### src/fird4_pkg.sv
// Shared types, sizes and constants of the decimating FIR filter.
// Used by fird4_mac and by the top level fir_decimate_by_four_core; depends on nothing.
`default_nettype none

package fird4_pkg;

    localparam int TAPS       = 11;
    localparam int NCOEF      = (TAPS + 1) / 2;
    localparam int DECIMATION = 4;
    localparam int PHASE_W    = (DECIMATION > 1) ? $clog2(DECIMATION) : 1;

    localparam int SAMPLE_W   = 12;
    localparam int COEF_W     = 16;
    localparam int OUT_W      = 14;
    localparam int OUT_MAX    = 8191;
    localparam int OUT_MIN    = -8192;
    localparam int SHIFT      = 15;

    // Older samples kept in the window memory, in whole groups of DECIMATION.
    localparam int HIST_ROWS  = ((TAPS - 1) / DECIMATION > 0) ? (TAPS - 1) / DECIMATION : 1;
    localparam int HIST_LEN   = HIST_ROWS * DECIMATION;
    localparam int WIN_W      = HIST_LEN * SAMPLE_W;
    localparam int LINE_LEN   = HIST_LEN + DECIMATION;
    localparam int WIN_DEPTH  = 2;
    localparam int WIN_AW     = $clog2(WIN_DEPTH);

    localparam int SYM_W      = SAMPLE_W + 1;
    localparam int PROD_W     = SYM_W + 1 + COEF_W;
    localparam int NPAIR      = (NCOEF + 1) / 2;
    localparam int PAIR_W     = PROD_W + 1;
    localparam int SUM_W      = PAIR_W + $clog2(NPAIR) + 1;
    localparam int Q_W        = SUM_W - SHIFT;

    localparam int CFG_IDX_W  = 3;

    typedef logic [SAMPLE_W-1:0]      sample_t;
    typedef logic [SYM_W-1:0]         sym_t;
    typedef logic signed [COEF_W-1:0] coef_t;

    typedef enum logic [CFG_IDX_W-1:0] {
        REG_COEF_0 = 3'd0,
        REG_COEF_1 = 3'd1,
        REG_COEF_2 = 3'd2,
        REG_COEF_3 = 3'd3,
        REG_COEF_4 = 3'd4,
        REG_COEF_5 = 3'd5
    } cfg_reg_t;

    localparam coef_t COEF_RESET [NCOEF] = '{
        -16'sd538, 16'sd881, 16'sd352, -16'sd3956, 16'sd8331, 16'sd22436
    };

endpackage

`default_nettype wire

### src/fir_decimate_by_four_core.sv
// Top level of the 11-tap symmetric FIR decimator, decimation by four.
// Depends on fird4_pkg, fird4_ram (window memory) and fird4_mac (arithmetic pipeline).
`default_nettype none

// The block takes one 12-bit unsigned converter sample per item and returns one
// 14-bit signed, saturated Q13.0 filter result after every fourth sample, with a
// clipped flag when saturation occurred. It accepts an item in every cycle; the
// only stall on the sample channel comes on the fourth sample of a group while the
// arithmetic pipeline is blocked by a stalled result. After that fourth sample is
// accepted, the tap pre-adds are done in the accepting cycle and registered with
// the sample; then come the registered stages of coefficient multiplies, of pair
// sums and of final sum, rounding and saturation into the output register. The
// newest group of samples sits in registers; the older samples form a window
// word in a two-entry RAM that is read, shifted by one group and written to the
// other entry each time a group completes. A forward register covers the RAM
// read latency, and a flag makes the window read as zeros until it is first
// written, so the delay line starts cleared without a clearing pass. Coefficient
// registers are written through the configuration port, which is always ready;
// indexes beyond the six coefficients are ignored. Coefficients should only be
// changed while no result is pending.

module fir_decimate_by_four_core
    import fird4_pkg::*;
(
    input  wire logic                   clk,
    input  wire logic                   rst_n,
    input  wire logic                   sample_valid,
    output logic                        sample_stall,
    input  wire logic [SAMPLE_W-1:0]    adc_sample,
    output logic                        result_valid,
    input  wire logic                   result_stall,
    output logic signed [OUT_W-1:0]     filtered,
    output logic                        clipped,
    input  wire logic                   cfg_valid,
    output logic                        cfg_ready,
    input  wire logic [CFG_IDX_W-1:0]   cfg_index,
    input  wire logic [COEF_W-1:0]      cfg_data
);

    logic [PHASE_W-1:0] phase_reg;
    sample_t            cur_reg [DECIMATION];
    coef_t              coef_reg [NCOEF];

    logic               accept;
    logic               last_phase;
    logic               fire;
    logic               mac_busy;

    // Window memory control.
    logic [WIN_AW-1:0]  sel_reg;
    logic [WIN_AW-1:0]  sel_next;
    logic               win_valid_reg;
    logic               fwd_reg;
    logic [WIN_W-1:0]   fwd_data_reg;
    logic [WIN_W-1:0]   rd_data;
    logic [WIN_W-1:0]   win_now;
    logic [WIN_W-1:0]   win_next;

    sample_t            line [LINE_LEN];
    sym_t               sym [NCOEF];

    assign cfg_ready    = 1'b1;
    assign last_phase   = (phase_reg == PHASE_W'(DECIMATION - 1));
    assign sample_stall = last_phase && mac_busy;
    assign accept       = sample_valid && !sample_stall;
    assign fire         = accept && last_phase;

    // The window just written is not yet visible at the RAM output, so it is forwarded.
    assign win_now  = fwd_reg ? fwd_data_reg : (win_valid_reg ? rd_data : '0);
    assign sel_next = fire ? ~sel_reg : sel_reg;

    // Full delay line: index 0 is the sample arriving now, then the rest of the
    // current group newest first, then the window rows.
    always_comb
    begin
        for (int j = 0; j < DECIMATION; j++)
        begin
            if (j == 0)
            begin
                line[j] = adc_sample;
            end
            else
            begin
                line[j] = cur_reg[DECIMATION - 1 - j];
            end
        end
        for (int e = 0; e < HIST_LEN; e++)
        begin
            line[DECIMATION + e] = win_now[e * SAMPLE_W +: SAMPLE_W];
        end
    end

    // The next window is the newest part of the line, so the oldest group drops off.
    always_comb
    begin
        for (int e = 0; e < HIST_LEN; e++)
        begin
            win_next[e * SAMPLE_W +: SAMPLE_W] = line[e];
        end
    end

    // Symmetric taps share a coefficient, so their samples are added first.
    always_comb
    begin
        for (int k = 0; k < NCOEF; k++)
        begin
            if (k == TAPS - 1 - k)
            begin
                sym[k] = {1'b0, line[k]};
            end
            else
            begin
                sym[k] = {1'b0, line[k]} + {1'b0, line[TAPS - 1 - k]};
            end
        end
    end

    fird4_ram #(
        .WIDTH (WIN_W),
        .DEPTH (WIN_DEPTH)
    ) u_win_ram (
        .clk   (clk),
        .we    (fire),
        .waddr (~sel_reg),
        .wdata (win_next),
        .raddr (sel_next),
        .rdata (rd_data)
    );

    fird4_mac u_mac (
        .clk          (clk),
        .rst_n        (rst_n),
        .load         (fire),
        .sym          (sym),
        .coef         (coef_reg),
        .busy         (mac_busy),
        .result_valid (result_valid),
        .result_stall (result_stall),
        .filtered     (filtered),
        .clipped      (clipped)
    );

    always_ff @(posedge clk or negedge rst_n)
    begin
        if (!rst_n)
        begin
            phase_reg     <= '0;
            sel_reg       <= '0;
            win_valid_reg <= 1'b0;
            fwd_reg       <= 1'b0;
            for (int k = 0; k < NCOEF; k++)
            begin
                coef_reg[k] <= COEF_RESET[k];
            end
        end
        else
        begin
            fwd_reg <= fire;
            sel_reg <= sel_next;
            if (fire)
            begin
                win_valid_reg <= 1'b1;
            end
            if (accept)
            begin
                phase_reg <= last_phase ? '0 : phase_reg + 1'b1;
            end
            if (cfg_valid && cfg_ready)
            begin
                unique case (cfg_reg_t'(cfg_index))
                    REG_COEF_0: coef_reg[0] <= cfg_data;
                    REG_COEF_1: coef_reg[1] <= cfg_data;
                    REG_COEF_2: coef_reg[2] <= cfg_data;
                    REG_COEF_3: coef_reg[3] <= cfg_data;
                    REG_COEF_4: coef_reg[4] <= cfg_data;
                    REG_COEF_5: coef_reg[5] <= cfg_data;
                    default:    ;
                endcase
            end
        end
    end

    always_ff @(posedge clk)
    begin
        if (accept && !last_phase)
        begin
            cur_reg[phase_reg] <= adc_sample;
        end
        if (fire)
        begin
            fwd_data_reg <= win_next;
        end
    end

    a_phase_wrap: assert property (@(posedge clk) disable iff (!rst_n)
        fire |=> phase_reg == '0)
        else $error("phase did not wrap after a completed group");

    a_stall_only_last: assert property (@(posedge clk) disable iff (!rst_n)
        sample_stall |-> last_phase)
        else $error("sample channel stalled outside the last phase");

    a_fwd_window: assert property (@(posedge clk) disable iff (!rst_n)
        fire |=> fwd_reg && win_valid_reg && (sel_reg != $past(sel_reg)))
        else $error("window write not followed by forward and entry swap");

endmodule

`default_nettype wire

### src/fird4_ram.sv
// Generic single-write, single-read synchronous RAM with a registered read port.
// Stands alone; no package needed.
`default_nettype none

module fird4_ram #(
    parameter int WIDTH = 8,
    parameter int DEPTH = 2
) (
    input  wire logic                     clk,
    input  wire logic                     we,
    input  wire logic [$clog2(DEPTH)-1:0] waddr,
    input  wire logic [WIDTH-1:0]         wdata,
    input  wire logic [$clog2(DEPTH)-1:0] raddr,
    output logic      [WIDTH-1:0]         rdata
);

    logic [WIDTH-1:0] mem_reg [DEPTH];

    always_ff @(posedge clk)
    begin
        if (we)
        begin
            mem_reg[waddr] <= wdata;
        end
        rdata <= mem_reg[raddr];
    end

endmodule

`default_nettype wire

### src/fird4_mac.sv
// Multiply-accumulate pipeline: coefficient products, pair sums, rounding and saturation.
// Depends on fird4_pkg; the last stage is the output register of the result channel.
`default_nettype none

module fird4_mac
    import fird4_pkg::*;
(
    input  wire logic                    clk,
    input  wire logic                    rst_n,
    input  wire logic                    load,
    input  wire sym_t                    sym [NCOEF],
    input  wire coef_t                   coef [NCOEF],
    output logic                         busy,
    output logic                         result_valid,
    input  wire logic                    result_stall,
    output logic signed [OUT_W-1:0]      filtered,
    output logic                         clipped
);

    logic s1_v_reg, s2_v_reg, s3_v_reg;
    logic out_hold, s3_hold, s2_hold, s1_hold;

    sym_t                     sym_reg  [NCOEF];
    logic signed [PROD_W-1:0] prod_reg [NCOEF];
    logic signed [PAIR_W-1:0] pair_reg [NPAIR];
    logic signed [PAIR_W-1:0] pair_next [NPAIR];

    logic signed [SUM_W-1:0]  total;
    logic signed [Q_W-1:0]    q;
    logic signed [OUT_W-1:0]  filtered_next;
    logic                     clipped_next;

    // A stage holds only when it is full and the stage after it holds.
    assign out_hold = result_valid && result_stall;
    assign s3_hold  = s3_v_reg && out_hold;
    assign s2_hold  = s2_v_reg && s3_hold;
    assign s1_hold  = s1_v_reg && s2_hold;
    assign busy     = s1_hold;

    always_comb
    begin
        for (int p = 0; p < NPAIR; p++)
        begin
            if (2 * p + 1 < NCOEF)
            begin
                pair_next[p] = PAIR_W'(prod_reg[2 * p]) + PAIR_W'(prod_reg[2 * p + 1]);
            end
            else
            begin
                pair_next[p] = PAIR_W'(prod_reg[2 * p]);
            end
        end
    end

    always_comb
    begin
        total = SUM_W'(signed'(1 << (SHIFT - 1)));
        for (int p = 0; p < NPAIR; p++)
        begin
            total = total + SUM_W'(pair_reg[p]);
        end
        q = total[SUM_W-1:SHIFT];
        if (q > OUT_MAX)
        begin
            filtered_next = OUT_W'(OUT_MAX);
            clipped_next  = 1'b1;
        end
        else if (q < OUT_MIN)
        begin
            filtered_next = OUT_W'(OUT_MIN);
            clipped_next  = 1'b1;
        end
        else
        begin
            filtered_next = q[OUT_W-1:0];
            clipped_next  = 1'b0;
        end
    end

    always_ff @(posedge clk or negedge rst_n)
    begin
        if (!rst_n)
        begin
            s1_v_reg     <= 1'b0;
            s2_v_reg     <= 1'b0;
            s3_v_reg     <= 1'b0;
            result_valid <= 1'b0;
        end
        else
        begin
            if (!s1_hold)
            begin
                s1_v_reg <= load;
            end
            if (!s2_hold)
            begin
                s2_v_reg <= s1_v_reg;
            end
            if (!s3_hold)
            begin
                s3_v_reg <= s2_v_reg;
            end
            if (!out_hold)
            begin
                result_valid <= s3_v_reg;
            end
        end
    end

    always_ff @(posedge clk)
    begin
        if (load && !s1_hold)
        begin
            sym_reg <= sym;
        end
        if (s1_v_reg && !s2_hold)
        begin
            for (int k = 0; k < NCOEF; k++)
            begin
                prod_reg[k] <= $signed({1'b0, sym_reg[k]}) * coef[k];
            end
        end
        if (s2_v_reg && !s3_hold)
        begin
            pair_reg <= pair_next;
        end
        if (s3_v_reg && !out_hold)
        begin
            filtered <= filtered_next;
            clipped  <= clipped_next;
        end
    end

    a_load_free: assert property (@(posedge clk) disable iff (!rst_n)
        load |-> !s1_hold)
        else $error("item loaded into a held first stage");

    a_s1_moves: assert property (@(posedge clk) disable iff (!rst_n)
        s1_v_reg && !s2_hold |=> s2_v_reg)
        else $error("item lost between first and second stage");

    a_clip_value: assert property (@(posedge clk) disable iff (!rst_n)
        result_valid && clipped |->
            (filtered == OUT_W'(OUT_MAX)) || (filtered == OUT_W'(OUT_MIN)))
        else $error("clipped result not at a range limit");

endmodule

`default_nettype wire

### config.mk
export PLATFORM = sky130hd
export DESIGN_NAME = fir_decimate_by_four_core
export DESIGN_NICKNAME = d
export VERILOG_FILES = /design/src/fird4_pkg.sv /design/src/fir_decimate_by_four_core.sv /design/src/fird4_ram.sv /design/src/fird4_mac.sv
export SDC_FILE = /design/constraint.sdc
export NUM_CORES = 2
export LEC_CHECK = 0
export BUFFER_PORTS_ARGS = -buffer_cell sky130_fd_sc_hd__buf_2
export CORE_AREA = 3 3 411 515
export DETAILED_ROUTE_END_ITERATION = 7
export DIE_AREA = 0 0 414 518
export PLACE_DENSITY = 0.52
export SLEW_MARGIN = 10
export SYNTH_ARGS = -nofsm -noshare
export SYNTH_HDL_FRONTEND = slang
export SYNTH_SLANG_ARGS = --single-unit
### constraint.sdc
create_clock -name clk -period 16.5 [get_ports clk]
set_input_delay 1.65 -clock clk [delete_from_list [all_inputs] [get_ports clk]]
set_output_delay 1.65 -clock clk [all_outputs]
set_load 0.02 [all_outputs]
==> impl_results.md <==
* Status: finished clean
* EDFF count, synth at between 600 and 700
* Final #Nets at between 9000 and 10000
* # rows at 187
* DP Cell Count at slightly above 10000
* Post-Synth Adder-Cell Area at approximately two fifths
* Ys Warns at 0
* Starting Density at 39.9%
* Period Utilization, post-route at 44.1%
* Share of the synthesized area in the top cell type at 29.0%
* Clock net sink count at roughly 840
* Worst min path class: reg2reg
* Die Wd at ~410 microns
* Core area at between 200000 and 250000 sq um
* DRT Pass-1 Iters at 6
* Critical Path Start Type: flip-flop
* HPWL after DPL at about 170 mm
* Post-synthesis xor/xnor area fraction at under 10%
* Setup crit end kind: flip-flop
* Post-DR vias/cell at ~5.1
* Worst-Margin Slew at ~1.1 ns
* R2r worst-path depth at 21
* CP Data Required Time at 17.06 ns
* Seq cells post-synth at around 840
* Largest register FFs at 179
* Via count at 52181
* Global-route wire length before repair at 337 mm
* Post-route DRC at 0
* Worst r2r dst: u_mac.prod_reg[1][26]
* Ys async rst share at roughly an eighth
* Critical-path maximum fanout at 16
* Leading area contributor after synthesis: fa_1
* Setup violations, final at 0
* Max-slew headroom at approximately a quarter
* Hold_buf cts at 0
* Remaining Overflow, GRT at 0
* Max-cap violations at 0
* Peak Freq at between 100 and 150 MHz
* CTS Buf Count at 94
* Most frequent cells in the layout: inv_1 (1337), fa_1 (1197), and2_1 (696), ha_1 (685), nand2_1 (670)
* CTS root buf: clkbuf_16
* Final Non-Filler Cells at approximately 10000
* Min-delay src: u_win_ram.mem_reg[0][23]
* Layout cells sized above 1 at around 6.4%
* Port-buffer cells at between 50 and 60
* Synth top area cells: fa_1 (29%), edfxtp_1 (24%), ha_1 (10%), inv_1 (6.1%), and2_1 (5.3%)
* Most common cell after layout, fill and taps aside: inv_1
* Syn Std Cell Area at 82600 sq um
* Cts repair resizes at 0
* Launching point of the worst reg2reg path: u_mac.sym_reg[54]
* Worst Path Arrival at between 7 and 8 ns
* Hold path endpoint: u_win_ram.rdata[23]
* Clock-pin slew on the worst setup and hold paths at around 0.060 ns
* Fin crit period at roughly 7.3 ns
* CTS max path bufs at 3
* Critical path type: reg2reg
* Final GP Congestion at between 0.8 and 0.9
* Setup TNS at 0 ns
* Initial DRC count at roughly 2800
* Distinct cells, synth at 77
* Tot GR Track Use at about a fifth
* Via count of the first global-routing pass at approximately 56000
* # IOs at 54
* Initial antenna violation count at 24
* Post-synth top flop: edfxtp_1
* Die Area at between 200000 and 250000 sq um
* Mapped Nets at about 9500
* Clk Latency, worst-skew pair at ~0.76 ns
* # Post-CTS Setup Buffers at 0
* Slew Viols, Final at 0
* Register area share after synthesis at between 20 and 30%
* Antenna Nets Post-Route at 0
* RSZ-0062 raised after global routing: no
* Chip Height at 518 microns
* DR WL/cell at 21.0 microns
* Compound-Gate Fraction of Synth Area at a little over 7%
* Pin count of the biggest net entering global routing at between 60 and 70
* Avg Inst Size Synth at ~11 sq um
* Wirelength, routed at roughly 220 mm
* Worst R2R Setup Slack at 9.23 ns
* Largest family of logic cells by synthesized area: adder cells
* Simple-gate area share of the yosys netlist at between 10% and 20%
* Syn Inst Count at about 7500
* Post-route core utilization at 42.9%
* Clock skew at approximately 0.054 ns
* Hold Fails Final Rpt at 0
* Syn-to-layout area delta at 7.64%
* CTS tree: built
* H-tree depth at 3
* Post-synthesis mux area share at ~2.5%
* Hold Crit Depth at 1
## critical path, stage by stage (launching register included)
cell and delay (ns):
edfxtp_1 0.71, nand2_1 0.16, fa_1 0.57, inv_1 0.05, fa_1 0.46, fa_1 0.51, inv_1 0.06, fa_1 0.50
fa_1 0.49, inv_1 0.05, fa_1 0.43, ha_1 0.37, a21oi_1 0.22, o21bai_1 0.08, a2111oi_0 0.41, o22ai_1 0.18
nand2_1 0.12, a21oi_1 0.13, o41a_1 0.36, o31ai_1 0.49, or4b_2 0.63, o211ai_1 0.11
## metrics by stage
| step | area [sq um] | hold WS (ns) | worst slack (ns) |
|---|---|---|---|
| final | 88900 | 0.439 | 9.23 |
| after global placement | 85700 | 0.450 | 9.41 |
| after global routing | 88900 | 0.454 | 8.65 |
| after CTS | 88900 | 0.440 | 9.22 |
| after detailed placement | 85700 | 0.455 | 9.29 |
| after floorplan | 82600 | 0.431 | 6.03 |
## layout make-up
class	count	area, sq um
Fill cell	19710	118000
Multi-Input combinational cell	5132	52900
Sequential cell	841	23900
Inverter	1339	5030
Tap cell	2740	3430
Clock buffer	126	2590
Clock inverter	51	612
Timing Repair Buffer	71	409
Antenna cell	8	20.0
## cells by family (layout without fill, tap and decap cells)
| logic type | after synthesis | after routing |
|---|---|---|
| other | 1 | 9 |
| flip-flops | 841 | 841 |
| multiplexers | 184 | 184 |
| AND/OR/NAND/NOR | 1827 | 1827 |
| buffers and inverters | 1560 | 1587 |
| adder cells (fa/ha/maj) | 1884 | 1884 |
| XOR/XNOR | 349 | 349 |
| AO/OA/AOI/OAI | 887 | 887 |
## cells in the mapped netlist, types with 6 or more instances
cell type and n:
a41oi_1 6, a2111oi_0 8, or2_2 12, a21o_1 108
o211ai_1 20, dfxtp_1 84, a21boi_0 11, o41ai_1 6
xnor2_1 274, nand2b_1 29, nand4_1 26, xor2_1 75
o21bai_1 53, clkbuf_1 210, o21a_1 49, nor2_1 167
o21ai_0 135, dfrtp_1 64, mux2_2 182, and2_1 697
a31o_2 6, nor3_1 56, inv_1 1339, o21ai_1 8
nor4_1 11, nand3_1 44, buf_1 7, a211oi_1 26
a21oi_1 262, edfxtp_1 652, and3_1 28, or3_1 15
ha_1 687, fa_1 1197, nand2_1 670, o41a_1 7
a31oi_1 27, nor2b_1 46, a22o_1 82, o31ai_1 14
dfstp_2 41
## per-layer routing
metal	global-route usage, %	up-vias	wire (microns)	share of wire (%)
met5	0	-	13	0.0060
met4	6.96	2	7320	3.4
met3	2.11	235	8130	3.8
met2	35.3	967	107000	50
met1	26.6	26818	93800	43
li1	-	24159	-	-
## worst max path at each step
stage	startpoint	cells past startpoint	endpoint	slack [ns]
after floorplan	result_stall	3	u_mac.prod_reg[0][0]	6.03
after global placement	u_mac.sym_reg[54]	21	u_mac.prod_reg[1][26]	9.41
after detailed placement	u_mac.sym_reg[54]	21	u_mac.prod_reg[1][26]	9.29
after CTS	u_mac.sym_reg[54]	21	u_mac.prod_reg[1][26]	9.22
after global routing	u_mac.sym_reg[54]	21	u_mac.prod_reg[1][26]	8.65
final	u_mac.sym_reg[54]	21	u_mac.prod_reg[1][26]	9.23
Power is left out: the tool's default activity adds up to more than one toggle a clock period on the data nets, which glitch-free logic cannot reach.
